**config.mk**
```make
export PLATFORM = sky130hd
export DESIGN_NAME = steering_force_feedback_unit
export DESIGN_NICKNAME = d
export VERILOG_FILES = /design/src/sffu_pkg.sv /design/src/steering_force_feedback_unit.sv /design/src/sffu_cfg.sv /design/src/sffu_vib.sv /design/src/sffu_force.sv
export VERILOG_INCLUDE_DIRS = /design/src /design/src/src
export SDC_FILE = /design/constraint.sdc
export NUM_CORES = 2
export LEC_CHECK = 0
export ABC_AREA = 1
export BUFFER_PORTS_ARGS = -buffer_cell sky130_fd_sc_hd__buf_2
export CAP_MARGIN = 20
export CORE_MARGIN = 1
export CORE_UTILIZATION = 45
export CTS_CLUSTER_DIAMETER = 120
export DETAILED_ROUTE_END_ITERATION = 8
export SYNTH_ARGS = -nofsm -noshare
export SYNTH_HDL_FRONTEND = slang
export SYNTH_SLANG_ARGS = --single-unit
```
**constraint.sdc**
```tcl
create_clock -name clk -period 7.94 [get_ports clk]
set_clock_uncertainty 0.1 [all_clocks]
set_input_delay 0.794 -clock clk [delete_from_list [all_inputs] [get_ports clk]]
set_output_delay 0.794 -clock clk [all_outputs]
set_load 0.01 [all_outputs]
```
**src/steering_force_feedback_unit_macros.svh**
```systemverilog
// Assertion macros shared by the steering force feedback unit.
`ifndef STEERING_FORCE_FEEDBACK_UNIT_MACROS_SVH
`define STEERING_FORCE_FEEDBACK_UNIT_MACROS_SVH

// Same-cycle implication, sampled on clk, off while rst_n is low.
`define SFFU_ASSERT_IMP(lbl, ante, cons, msg) \
  lbl: assert property (@(posedge clk) disable iff (!rst_n) (ante) |-> (cons)) \
    else $error(msg);

// Next-cycle implication, sampled on clk, off while rst_n is low.
`define SFFU_ASSERT_NXT(lbl, ante, cons, msg) \
  lbl: assert property (@(posedge clk) disable iff (!rst_n) (ante) |=> (cons)) \
    else $error(msg);

`endif

```
**src/sffu_pkg.sv**
```systemverilog
// Types, constants and sine table builder for the steering force feedback unit.
package sffu_pkg;

  // Default sizes
  localparam int SINE_ENTRIES_DEF = 256;
  localparam int PHASE_BITS_DEF   = 16;

  // Field and bus widths
  localparam int DATA_W    = 16;
  localparam int AMP_W     = 15;
  localparam int STEP_W    = 16;
  localparam int MODE_W    = 3;
  localparam int CFG_AW    = 5;
  localparam int CFG_DW    = 32;

  // Mode flag bit positions
  localparam int MODE_EN     = 0;
  localparam int MODE_HOLD   = 1;
  localparam int MODE_CENTER = 2;

  // Fixed-point constants
  localparam int     CENTER_GAIN = 19661;   // 0.6 in Q0.15
  localparam int     FRAC_BITS   = 15;
  localparam int     FORCE_MAX   = 32767;
  localparam int     FORCE_MIN   = -32768;
  localparam longint TWO_PI_Q28  = 64'sd1686629713;
  localparam longint ONE_Q28     = 64'sd268435456;
  localparam longint HALF_Q28    = 64'sd134217728;

  // Register indexes (byte address / 4)
  typedef enum logic [2:0] {
    REG_MODE_FLAGS  = 3'd0,
    REG_RIGHT_LIMIT = 3'd1,
    REG_LEFT_LIMIT  = 3'd2,
    REG_TARGET      = 3'd3,
    REG_CONST_FORCE = 3'd4,
    REG_VIB_AMP     = 3'd5,
    REG_PHASE_STEP  = 3'd6
  } reg_idx_t;

  // Configuration register bank contents
  typedef struct packed {
    logic [MODE_W-1:0]        mode_flags;
    logic signed [DATA_W-1:0] right_limit;
    logic signed [DATA_W-1:0] left_limit;
    logic signed [DATA_W-1:0] target_angle;
    logic signed [DATA_W-1:0] constant_force;
    logic [AMP_W-1:0]         vib_amp;
    logic [STEP_W-1:0]        phase_step;
  } cfg_t;

  // One Taylor step: multiply by angle squared, back to Q28
  function automatic longint taylor_mul(input longint term, input longint a2);
    return (term * a2) >> 28;
  endfunction

  // sin of a Q28 angle in [0, pi], Q28 result; used only at elaboration
  function automatic longint sine_q28(input longint a);
    longint a2;
    longint term;
    longint sum;
    a2   = (a * a) >> 28;
    term = a;
    sum  = a;
    term = taylor_mul(term, a2) / 6;   sum -= term;
    term = taylor_mul(term, a2) / 20;  sum += term;
    term = taylor_mul(term, a2) / 42;  sum -= term;
    term = taylor_mul(term, a2) / 72;  sum += term;
    term = taylor_mul(term, a2) / 110; sum -= term;
    term = taylor_mul(term, a2) / 156; sum += term;
    term = taylor_mul(term, a2) / 210; sum -= term;
    term = taylor_mul(term, a2) / 272; sum += term;
    term = taylor_mul(term, a2) / 342; sum -= term;
    term = taylor_mul(term, a2) / 420; sum += term;
    term = taylor_mul(term, a2) / 506; sum -= term;
    term = taylor_mul(term, a2) / 600; sum += term;
    return sum;
  endfunction

  // Table entry from a folded angle and its sign, scaled to 32767
  function automatic logic signed [DATA_W-1:0] sine_entry(input longint ang,
                                                          input bit neg_in);
    longint s;
    longint mag;
    bit     neg;
    neg = neg_in;
    s   = sine_q28(ang);
    if (s < 0) begin
      s   = -s;
      neg = !neg;
    end
    if (s > ONE_Q28) begin
      s = ONE_Q28;
    end
    mag = (s * 64'sd32767 + HALF_Q28) >> 28;
    return neg ? DATA_W'(-mag) : DATA_W'(mag);
  endfunction

endpackage

```
**src/steering_force_feedback_unit.sv**
```systemverilog
// Steering force feedback unit: top level with input stage and output register.
// The input stage and result register lie between input transfer and result valid.
// One sample per cycle unless stalled; the sine entry is prefetched from phase_r.
// Samples taken while feedback is disabled advance the phase but give no result.
// Reset (rst_n low, synchronous) clears stage valid bits and phase and resets config.
`include "steering_force_feedback_unit_macros.svh"

module steering_force_feedback_unit #(
  parameter int SINE_ENTRIES = sffu_pkg::SINE_ENTRIES_DEF,
  parameter int PHASE_BITS   = sffu_pkg::PHASE_BITS_DEF
) (
  input  logic                        clk,
  input  logic                        rst_n,
  input  logic                        in_tvalid,
  output logic                        in_tready,
  input  logic [15:0]                 in_tdata,    // [15:0] steer_sample
  output logic                        out_tvalid,
  input  logic                        out_tready,
  output logic [15:0]                 out_tdata,   // [15:0] force_command
  input  logic                        cfg_psel,
  input  logic                        cfg_penable,
  input  logic                        cfg_pwrite,
  input  logic [sffu_pkg::CFG_AW-1:0] cfg_paddr,
  input  logic [sffu_pkg::CFG_DW-1:0] cfg_pwdata,
  output logic [sffu_pkg::CFG_DW-1:0] cfg_prdata,
  output logic                        cfg_pready
);

  localparam int DW = sffu_pkg::DATA_W;

  sffu_pkg::cfg_t        cfg;
  logic                  in_xfer;
  logic                  s1_adv;
  logic                  s1_valid_r;
  logic signed [DW-1:0]  s1_steer_r;
  logic signed [DW-1:0]  s1_center_r;
  logic signed [DW-1:0]  s1_vib_r;
  logic signed [DW-1:0]  steer_in;
  logic signed [DW-1:0]  sine_q;
  logic signed [32:0]    center_prod;
  logic signed [32:0]    vib_prod;
  logic signed [DW-1:0]  center_nxt;
  logic signed [DW-1:0]  vib_nxt;
  logic signed [DW-1:0]  force_q;
  logic                  out_valid_r;
  logic [DW-1:0]         out_data_r;

  sffu_cfg u_cfg (
    .clk         (clk),
    .rst_n       (rst_n),
    .cfg_psel    (cfg_psel),
    .cfg_penable (cfg_penable),
    .cfg_pwrite  (cfg_pwrite),
    .cfg_paddr   (cfg_paddr),
    .cfg_pwdata  (cfg_pwdata),
    .cfg_prdata  (cfg_prdata),
    .cfg_pready  (cfg_pready),
    .cfg         (cfg)
  );

  sffu_vib #(
    .SINE_ENTRIES (SINE_ENTRIES),
    .PHASE_BITS   (PHASE_BITS)
  ) u_vib (
    .clk        (clk),
    .rst_n      (rst_n),
    .advance    (in_xfer),
    .phase_step (cfg.phase_step),
    .sine_q     (sine_q)
  );

  // Handshake: stage 1 moves on when the result register is free or drained
  assign s1_adv    = !out_valid_r || out_tready;
  assign in_tready = !s1_valid_r || s1_adv;
  assign in_xfer   = in_tvalid && in_tready;

  // Input-side products, rounded half up: steer * 0.6 and sine * amplitude
  assign steer_in    = in_tdata;
  assign center_prod = 33'(steer_in) * 33'(sffu_pkg::CENTER_GAIN)
                       + 33'(1 << (sffu_pkg::FRAC_BITS - 1));
  assign vib_prod    = 33'(sine_q) * $signed({18'd0, cfg.vib_amp})
                       + 33'(1 << (sffu_pkg::FRAC_BITS - 1));
  assign center_nxt  = DW'(center_prod >>> sffu_pkg::FRAC_BITS);
  assign vib_nxt     = DW'(vib_prod >>> sffu_pkg::FRAC_BITS);

  sffu_force u_force (
    .cfg     (cfg),
    .steer   (s1_steer_r),
    .center  (s1_center_r),
    .vib     (s1_vib_r),
    .force_q (force_q)
  );

  // Stage valid bits
  always_ff @(posedge clk) begin
    if (!rst_n) begin
      s1_valid_r  <= 1'b0;
      out_valid_r <= 1'b0;
    end else begin
      if (in_tready) begin
        s1_valid_r <= in_tvalid;
      end
      if (s1_adv) begin
        out_valid_r <= s1_valid_r && cfg.mode_flags[sffu_pkg::MODE_EN];
      end
    end
  end

  // Stage payloads
  always_ff @(posedge clk) begin
    if (in_xfer) begin
      s1_steer_r  <= steer_in;
      s1_center_r <= center_nxt;
      s1_vib_r    <= vib_nxt;
    end
    if (s1_adv && s1_valid_r) begin
      out_data_r <= force_q;
    end
  end

  assign out_tvalid = out_valid_r;
  assign out_tdata  = out_data_r;

  // Checks
  `SFFU_ASSERT_NXT(a_s1_holds, s1_valid_r && !s1_adv, s1_valid_r, "stage 1 sample lost while stalled")
  `SFFU_ASSERT_NXT(a_in_loads, in_xfer, s1_valid_r, "accepted sample not staged")
  `SFFU_ASSERT_IMP(a_out_src, $rose(out_tvalid), $past(s1_valid_r) && $past(cfg.mode_flags[sffu_pkg::MODE_EN]), "result without an enabled staged sample")

endmodule

```
**src/sffu_cfg.sv**
```systemverilog
// APB-style configuration register bank.
module sffu_cfg (
  input  logic                          clk,
  input  logic                          rst_n,
  input  logic                          cfg_psel,
  input  logic                          cfg_penable,
  input  logic                          cfg_pwrite,
  input  logic [sffu_pkg::CFG_AW-1:0]   cfg_paddr,
  input  logic [sffu_pkg::CFG_DW-1:0]   cfg_pwdata,
  output logic [sffu_pkg::CFG_DW-1:0]   cfg_prdata,
  output logic                          cfg_pready,
  output sffu_pkg::cfg_t                cfg
);

  sffu_pkg::cfg_t     cfg_r;
  sffu_pkg::reg_idx_t idx;
  logic               wr_en;

  assign cfg_pready = 1'b1;
  assign idx        = sffu_pkg::reg_idx_t'(cfg_paddr[sffu_pkg::CFG_AW-1:2]);
  assign wr_en      = cfg_psel && cfg_penable && cfg_pwrite;
  assign cfg        = cfg_r;

  // Register writes; unknown indexes are dropped
  always_ff @(posedge clk) begin
    if (!rst_n) begin
      cfg_r.mode_flags     <= '0;
      cfg_r.right_limit    <= 16'sh7FFF;
      cfg_r.left_limit     <= 16'sh8000;
      cfg_r.target_angle   <= '0;
      cfg_r.constant_force <= '0;
      cfg_r.vib_amp        <= '0;
      cfg_r.phase_step     <= '0;
    end else if (wr_en) begin
      case (idx)
        sffu_pkg::REG_MODE_FLAGS:  cfg_r.mode_flags     <= cfg_pwdata[sffu_pkg::MODE_W-1:0];
        sffu_pkg::REG_RIGHT_LIMIT: cfg_r.right_limit    <= cfg_pwdata[sffu_pkg::DATA_W-1:0];
        sffu_pkg::REG_LEFT_LIMIT:  cfg_r.left_limit     <= cfg_pwdata[sffu_pkg::DATA_W-1:0];
        sffu_pkg::REG_TARGET:      cfg_r.target_angle   <= cfg_pwdata[sffu_pkg::DATA_W-1:0];
        sffu_pkg::REG_CONST_FORCE: cfg_r.constant_force <= cfg_pwdata[sffu_pkg::DATA_W-1:0];
        sffu_pkg::REG_VIB_AMP:     cfg_r.vib_amp        <= cfg_pwdata[sffu_pkg::AMP_W-1:0];
        sffu_pkg::REG_PHASE_STEP:  cfg_r.phase_step     <= cfg_pwdata[sffu_pkg::STEP_W-1:0];
        default: ;
      endcase
    end
  end

  // Read mux, signed registers sign-extended
  always_comb begin
    case (idx)
      sffu_pkg::REG_MODE_FLAGS:  cfg_prdata = sffu_pkg::CFG_DW'(cfg_r.mode_flags);
      sffu_pkg::REG_RIGHT_LIMIT: cfg_prdata = sffu_pkg::CFG_DW'(cfg_r.right_limit);
      sffu_pkg::REG_LEFT_LIMIT:  cfg_prdata = sffu_pkg::CFG_DW'(cfg_r.left_limit);
      sffu_pkg::REG_TARGET:      cfg_prdata = sffu_pkg::CFG_DW'(cfg_r.target_angle);
      sffu_pkg::REG_CONST_FORCE: cfg_prdata = sffu_pkg::CFG_DW'(cfg_r.constant_force);
      sffu_pkg::REG_VIB_AMP:     cfg_prdata = sffu_pkg::CFG_DW'(cfg_r.vib_amp);
      sffu_pkg::REG_PHASE_STEP:  cfg_prdata = sffu_pkg::CFG_DW'(cfg_r.phase_step);
      default:                   cfg_prdata = '0;
    endcase
  end

endmodule

```
**src/sffu_vib.sv**
```systemverilog
// Vibration phase accumulator with registered sine table lookup.
module sffu_vib #(
  parameter int SINE_ENTRIES = sffu_pkg::SINE_ENTRIES_DEF,
  parameter int PHASE_BITS   = sffu_pkg::PHASE_BITS_DEF
) (
  input  logic                              clk,
  input  logic                              rst_n,
  input  logic                              advance,
  input  logic [sffu_pkg::STEP_W-1:0]       phase_step,
  output logic signed [sffu_pkg::DATA_W-1:0] sine_q
);

  localparam int IDX_W = $clog2(SINE_ENTRIES);
  localparam int MUL_W = PHASE_BITS + IDX_W;

  logic [PHASE_BITS-1:0]             phase_r;
  logic [PHASE_BITS-1:0]             phase_nxt;
  logic [MUL_W-1:0]                  prod;
  logic [IDX_W-1:0]                  idx_nxt;
  logic signed [sffu_pkg::DATA_W-1:0] lut [SINE_ENTRIES];
  logic signed [sffu_pkg::DATA_W-1:0] sine_r;

  // Constant sine table, folded to the first half turn at elaboration
  for (genvar k = 0; k < SINE_ENTRIES; k++) begin : g_lut
    localparam bit     NEG = (2 * k > SINE_ENTRIES);
    localparam longint IDX = NEG ? longint'(SINE_ENTRIES - k) : longint'(k);
    localparam longint ANG = (IDX * sffu_pkg::TWO_PI_Q28) / SINE_ENTRIES;
    assign lut[k] = sffu_pkg::sine_entry(ANG, NEG);
  end

  // Phase wraps modulo 2^PHASE_BITS; index = (phase * entries) >> PHASE_BITS
  assign phase_nxt = advance ? phase_r + PHASE_BITS'(phase_step) : phase_r;
  assign prod      = MUL_W'(phase_nxt) * MUL_W'(SINE_ENTRIES);
  assign idx_nxt   = prod[MUL_W-1 -: IDX_W];
  assign sine_q    = sine_r;

  // sine_r always holds the entry for the current phase (entry 0 is zero)
  always_ff @(posedge clk) begin
    if (!rst_n) begin
      phase_r <= '0;
      sine_r  <= '0;
    end else begin
      phase_r <= phase_nxt;
      sine_r  <= lut[idx_nxt];
    end
  end

endmodule

```
**src/sffu_force.sv**
```systemverilog
// Force selection, vibration sum and saturation for one staged sample.
module sffu_force (
  input  sffu_pkg::cfg_t                    cfg,
  input  logic signed [sffu_pkg::DATA_W-1:0] steer,
  input  logic signed [sffu_pkg::DATA_W-1:0] center,
  input  logic signed [sffu_pkg::DATA_W-1:0] vib,
  output logic signed [sffu_pkg::DATA_W-1:0] force_q
);

  localparam int W = 22;
  localparam logic signed [W-1:0] SAT_HI = W'(sffu_pkg::FORCE_MAX);
  localparam logic signed [W-1:0] SAT_LO = W'(sffu_pkg::FORCE_MIN);

  logic signed [W-1:0] st, rl, ll, ta, cf, ce, vb;
  logic signed [W-1:0] dr, dl, base, sum;

  assign st = W'(steer);
  assign rl = W'(cfg.right_limit);
  assign ll = W'(cfg.left_limit);
  assign ta = W'(cfg.target_angle);
  assign cf = W'(cfg.constant_force);
  assign ce = W'(center);
  assign vb = W'(vib);
  assign dr = st - rl;
  assign dl = st - ll;

  // Wall force past a limit, else base force plus vibration
  always_comb begin
    if (cfg.mode_flags[sffu_pkg::MODE_HOLD]) begin
      base = (ta - st) <<< 1;
    end else if (cfg.mode_flags[sffu_pkg::MODE_CENTER] && cfg.constant_force == '0) begin
      base = ce;
    end else begin
      base = cf;
    end
    if (steer > cfg.right_limit) begin
      sum = (dr <<< 3) + dr;
    end else if (steer < cfg.left_limit) begin
      sum = (dl <<< 3) + dl;
    end else begin
      sum = base + vb;
    end
  end

  // Clamp to Q1.15
  always_comb begin
    if (sum > SAT_HI) begin
      force_q = SAT_HI[sffu_pkg::DATA_W-1:0];
    end else if (sum < SAT_LO) begin
      force_q = SAT_LO[sffu_pkg::DATA_W-1:0];
    end else begin
      force_q = sum[sffu_pkg::DATA_W-1:0];
    end
  end

endmodule
```
==> results.txt <==
Area Growth Syn to Fin: 5.331%
Pwr/cell area: 174.7 nW/um2
Routed vias: 28,650
Drt total wl: 103.1 mm
Psw: 0.002872 W
Total grt overflow: 0
Clock sink total: 196
Sequential-to-total area share from yosys stat: 14.42%
Layer with the highest usage: met2
RSZ-0062 raised after global routing: no
FMAX: 151.0 MHz
Sw frac: 49.30%
Warnings, synthesis: 0
Number of antenna violations at the first check in global routing: 10
Period utilization: 83.39%
Worst path cell trace: nand2_1 > inv_1 > fa_1 > inv_1 > fa_1 > inv_1 > fa_1 > fa_1 > fa_1 > inv_1 > fa_1 > inv_1 > ha_1 > a21oi_1 > o21ai_0 > a21oi_1 > nand3_1 > a21o_1 > a21boi_0 > o21ai_0 > xnor2_1
Global-route wire length before repair: 161.0 mm
Rel. slew slack: 30.38%
Clk slew on worst S/H paths: 100 ps
Outcome: finished clean
Share of the synthesized area in the top cell type: 21.44%
Worst-Margin Slew: 1043 ps
Synth area leaders: fa_1 (21%), ha_1 (13%), nand2_1 (11%), inv_1 (10%), dfxtp_1 (8.3%)
Asr flop ratio synth: 0%
Max Cap Viol: 0
Cells resized by post-CTS repair: 0
Post-Syn Instances: 4,385
Int Pwr: 0.002954 W
CTS tree: yes
CP max stage delay: 960 ps
Max H-tree Level: 4
Routed Antenna Nets: 0
Synth cell count leaders: nand2_1 (943), inv_1 (865), fa_1 (339), ha_1 (339), nand3_1 (302)
Crit path max fanout: 17
Hold-fix buffers, CTS: 0
Worst VDD drop: 0.2359 mV
Max-slew violation count: 0
Syn Area/Cell: 7.220 um2
Leakage power: 17.59 nW
Crit start category: flip-flop
DR WL/cell: 19.43 um
Largest net degree at the start of global routing: 90
Yosys reg bits: 196
Post-DP HPWL: 82.57 mm
Syn nets: 5,123
Min Clock Period, post-route: 6621 ps
Clock Latency Late Sink: 500 ps
Clock buffer depth: 2
Met1 GRT Util: 40.12%
Pre-CTS setup slack: 1317 ps
Final Setup Violations: 0
Combinational cell fraction of total power: 59.3%
Predominant post-synthesis flop cell: dfxtp_1
Worst hold margin: 408.9 ps
Post-CTS Setup Bufs: 0
Post-route setup slack: 1319 ps
Count leader, synth: nand2_1
Total CTS buffers: 17
Chip height: 267.2 um
Worst Hold Class: flip-flop to flip-flop
Initial core utilization: 45.84%
Number of nets in the layout: 5,095
Final hold violation count: 0
DRC viols: 0
Synth unique cells: 63
M3 GR Usage: 5.075%
Layout cells sized above 1: 5.355%
Core ar.: 69,070 um2
Number of port buffers: 91
Sequential share of power: 23.6%
Met2 Track Usage GR: 47.06%
CP top delay family: adder cells
Element type at the critical path end: flip-flop
Share of the core filled with cells: 48.28%
WP buf/inv: 5
Setup_tns: 0 ps
Row count: 96
CP arrival: 6760 ps
GP Congestion: 1.010
EDFF count, synth: 64
Io pins: 111
Vias in the first global route: 27,990
Clk root buf: clkbuf_16
First-pass iteration count of the detailed router: 6
Initial drt markers: 2,578
Critical-path top delay cell: dfxtp_1
Required @ worst endpoint: 8080 ps
Crit path kind: flip-flop to flip-flop
Mapped cell area: 31,660 um2
CP most frequent cell: fa_1
GRT Overall Usage: 29.51%
Die area: 71,420 um2
Synth area leader: fa_1
Die X: 267.2 um
Routed vias/inst: 5.402
Clock power share: 17.1%
==> metal layers <==
metal	wire length, um	share of wire (%)
met1	45170	44
met4	3622	3.5
met2	46020	45
met5	55	0.053
met3	8195	8.0
==> power groups by stage <==
stage	Sequential, W	Combinational [W]	Clock [W]
after floorplan	0.00130	0.00256	0
after global placement	0.00140	0.00341	0
after detailed placement	0.00139	0.00342	0
after CTS	0.00137	0.00345	0.00101
after global routing	0.00138	0.00389	0.00105
final	0.00137	0.00346	0.000997
==> registers in the layout (all words and copies together) (netlist names) <==
| signal | count |
|---|---|
| u_vib.sine_q | 16 |
| s1_vib_r | 16 |
| s1_center_r | 16 |
| out_tvalid | 1 |
| s1_valid_r | 1 |
| u_vib.phase_r | 16 |
| out_tdata | 16 |
| u_cfg.cfg | 98 |
| s1_steer_r | 16 |
==> worst register-to-register path, stage by stage (launching register included) <==
cell	delay (ps)
dfxtp_1	960
nand2_1	110
inv_1	190
fa_1	550
inv_1	180
fa_1	430
inv_1	80
fa_1	440
fa_1	510
fa_1	490
inv_1	50
fa_1	470
inv_1	40
ha_1	340
a21oi_1	190
o21ai_0	100
a21oi_1	130
nand3_1	140
a21o_1	220
a21boi_0	330
o21ai_0	160
xnor2_1	150
==> path summary, 6_finish.rpt <==
path	from	slack (ps)	endpoint	cells after the start
min reg2reg	u_cfg.cfg[74]	410	u_cfg.cfg[74]	2
max reg2reg	u_cfg.cfg[17]	1320	s1_vib_r[15]	21
min	u_cfg.cfg[74]	410	u_cfg.cfg[74]	2
max	u_cfg.cfg[17]	1320	s1_vib_r[15]	21
==> cells in the final DEF (no fill, tap or decap), types with 64 or more instances in the layout <==
cell / n
edfxtp_1: 64
o21ai_0: 231
inv_1: 865
a21oi_1: 262
xor2_1: 69
fa_1: 339
nand2_1: 942
nor2_1: 276
dfxtp_1: 132
nand3_1: 302
ha_1: 339
buf_2: 91
==> cells by family (layout without fill, tap and decap cells) <==
family          Yosys count  count (layout)  synth area share, %
other cells               1               3              0.01184
xor+xnor                125             125                3.482
buf+inv                1053            1038                13.14
simple gates           1649            1649                21.86
fa+ha+maj               678             678                34.83
compound gates          678             678                12.10
flops                   196             196                14.42
mux                       5               5               0.1581
==> layout make-up <==
| type | instances | area [um2] |
|---|---|---|
| timing repair buffer | 119 | 665.6 |
| tap | 931 | 1165 |
| multi-input combinational | 3136 | 22950 |
| antenna | 2 | 5.005 |
| clock buffer | 17 | 425.4 |
| clock inverter | 15 | 240.2 |
| fill | 7197 | 35720 |
| inverter | 887 | 3329 |
| sequential | 196 | 4564 |
==> metrics by stage <==
step	std cells	total power, W	cell area, um2
5_1_grt	5303	0.006324	33350
3_3_place_gp	5269	0.004809	32680
4_1_cts	5301	0.005833	33340
2_1_floorplan	4385	0.003866	31660
3_5_place_dp	5269	0.004815	32680
6_report	5303	0.005826	33350
(Power assumes the default switching activity.)
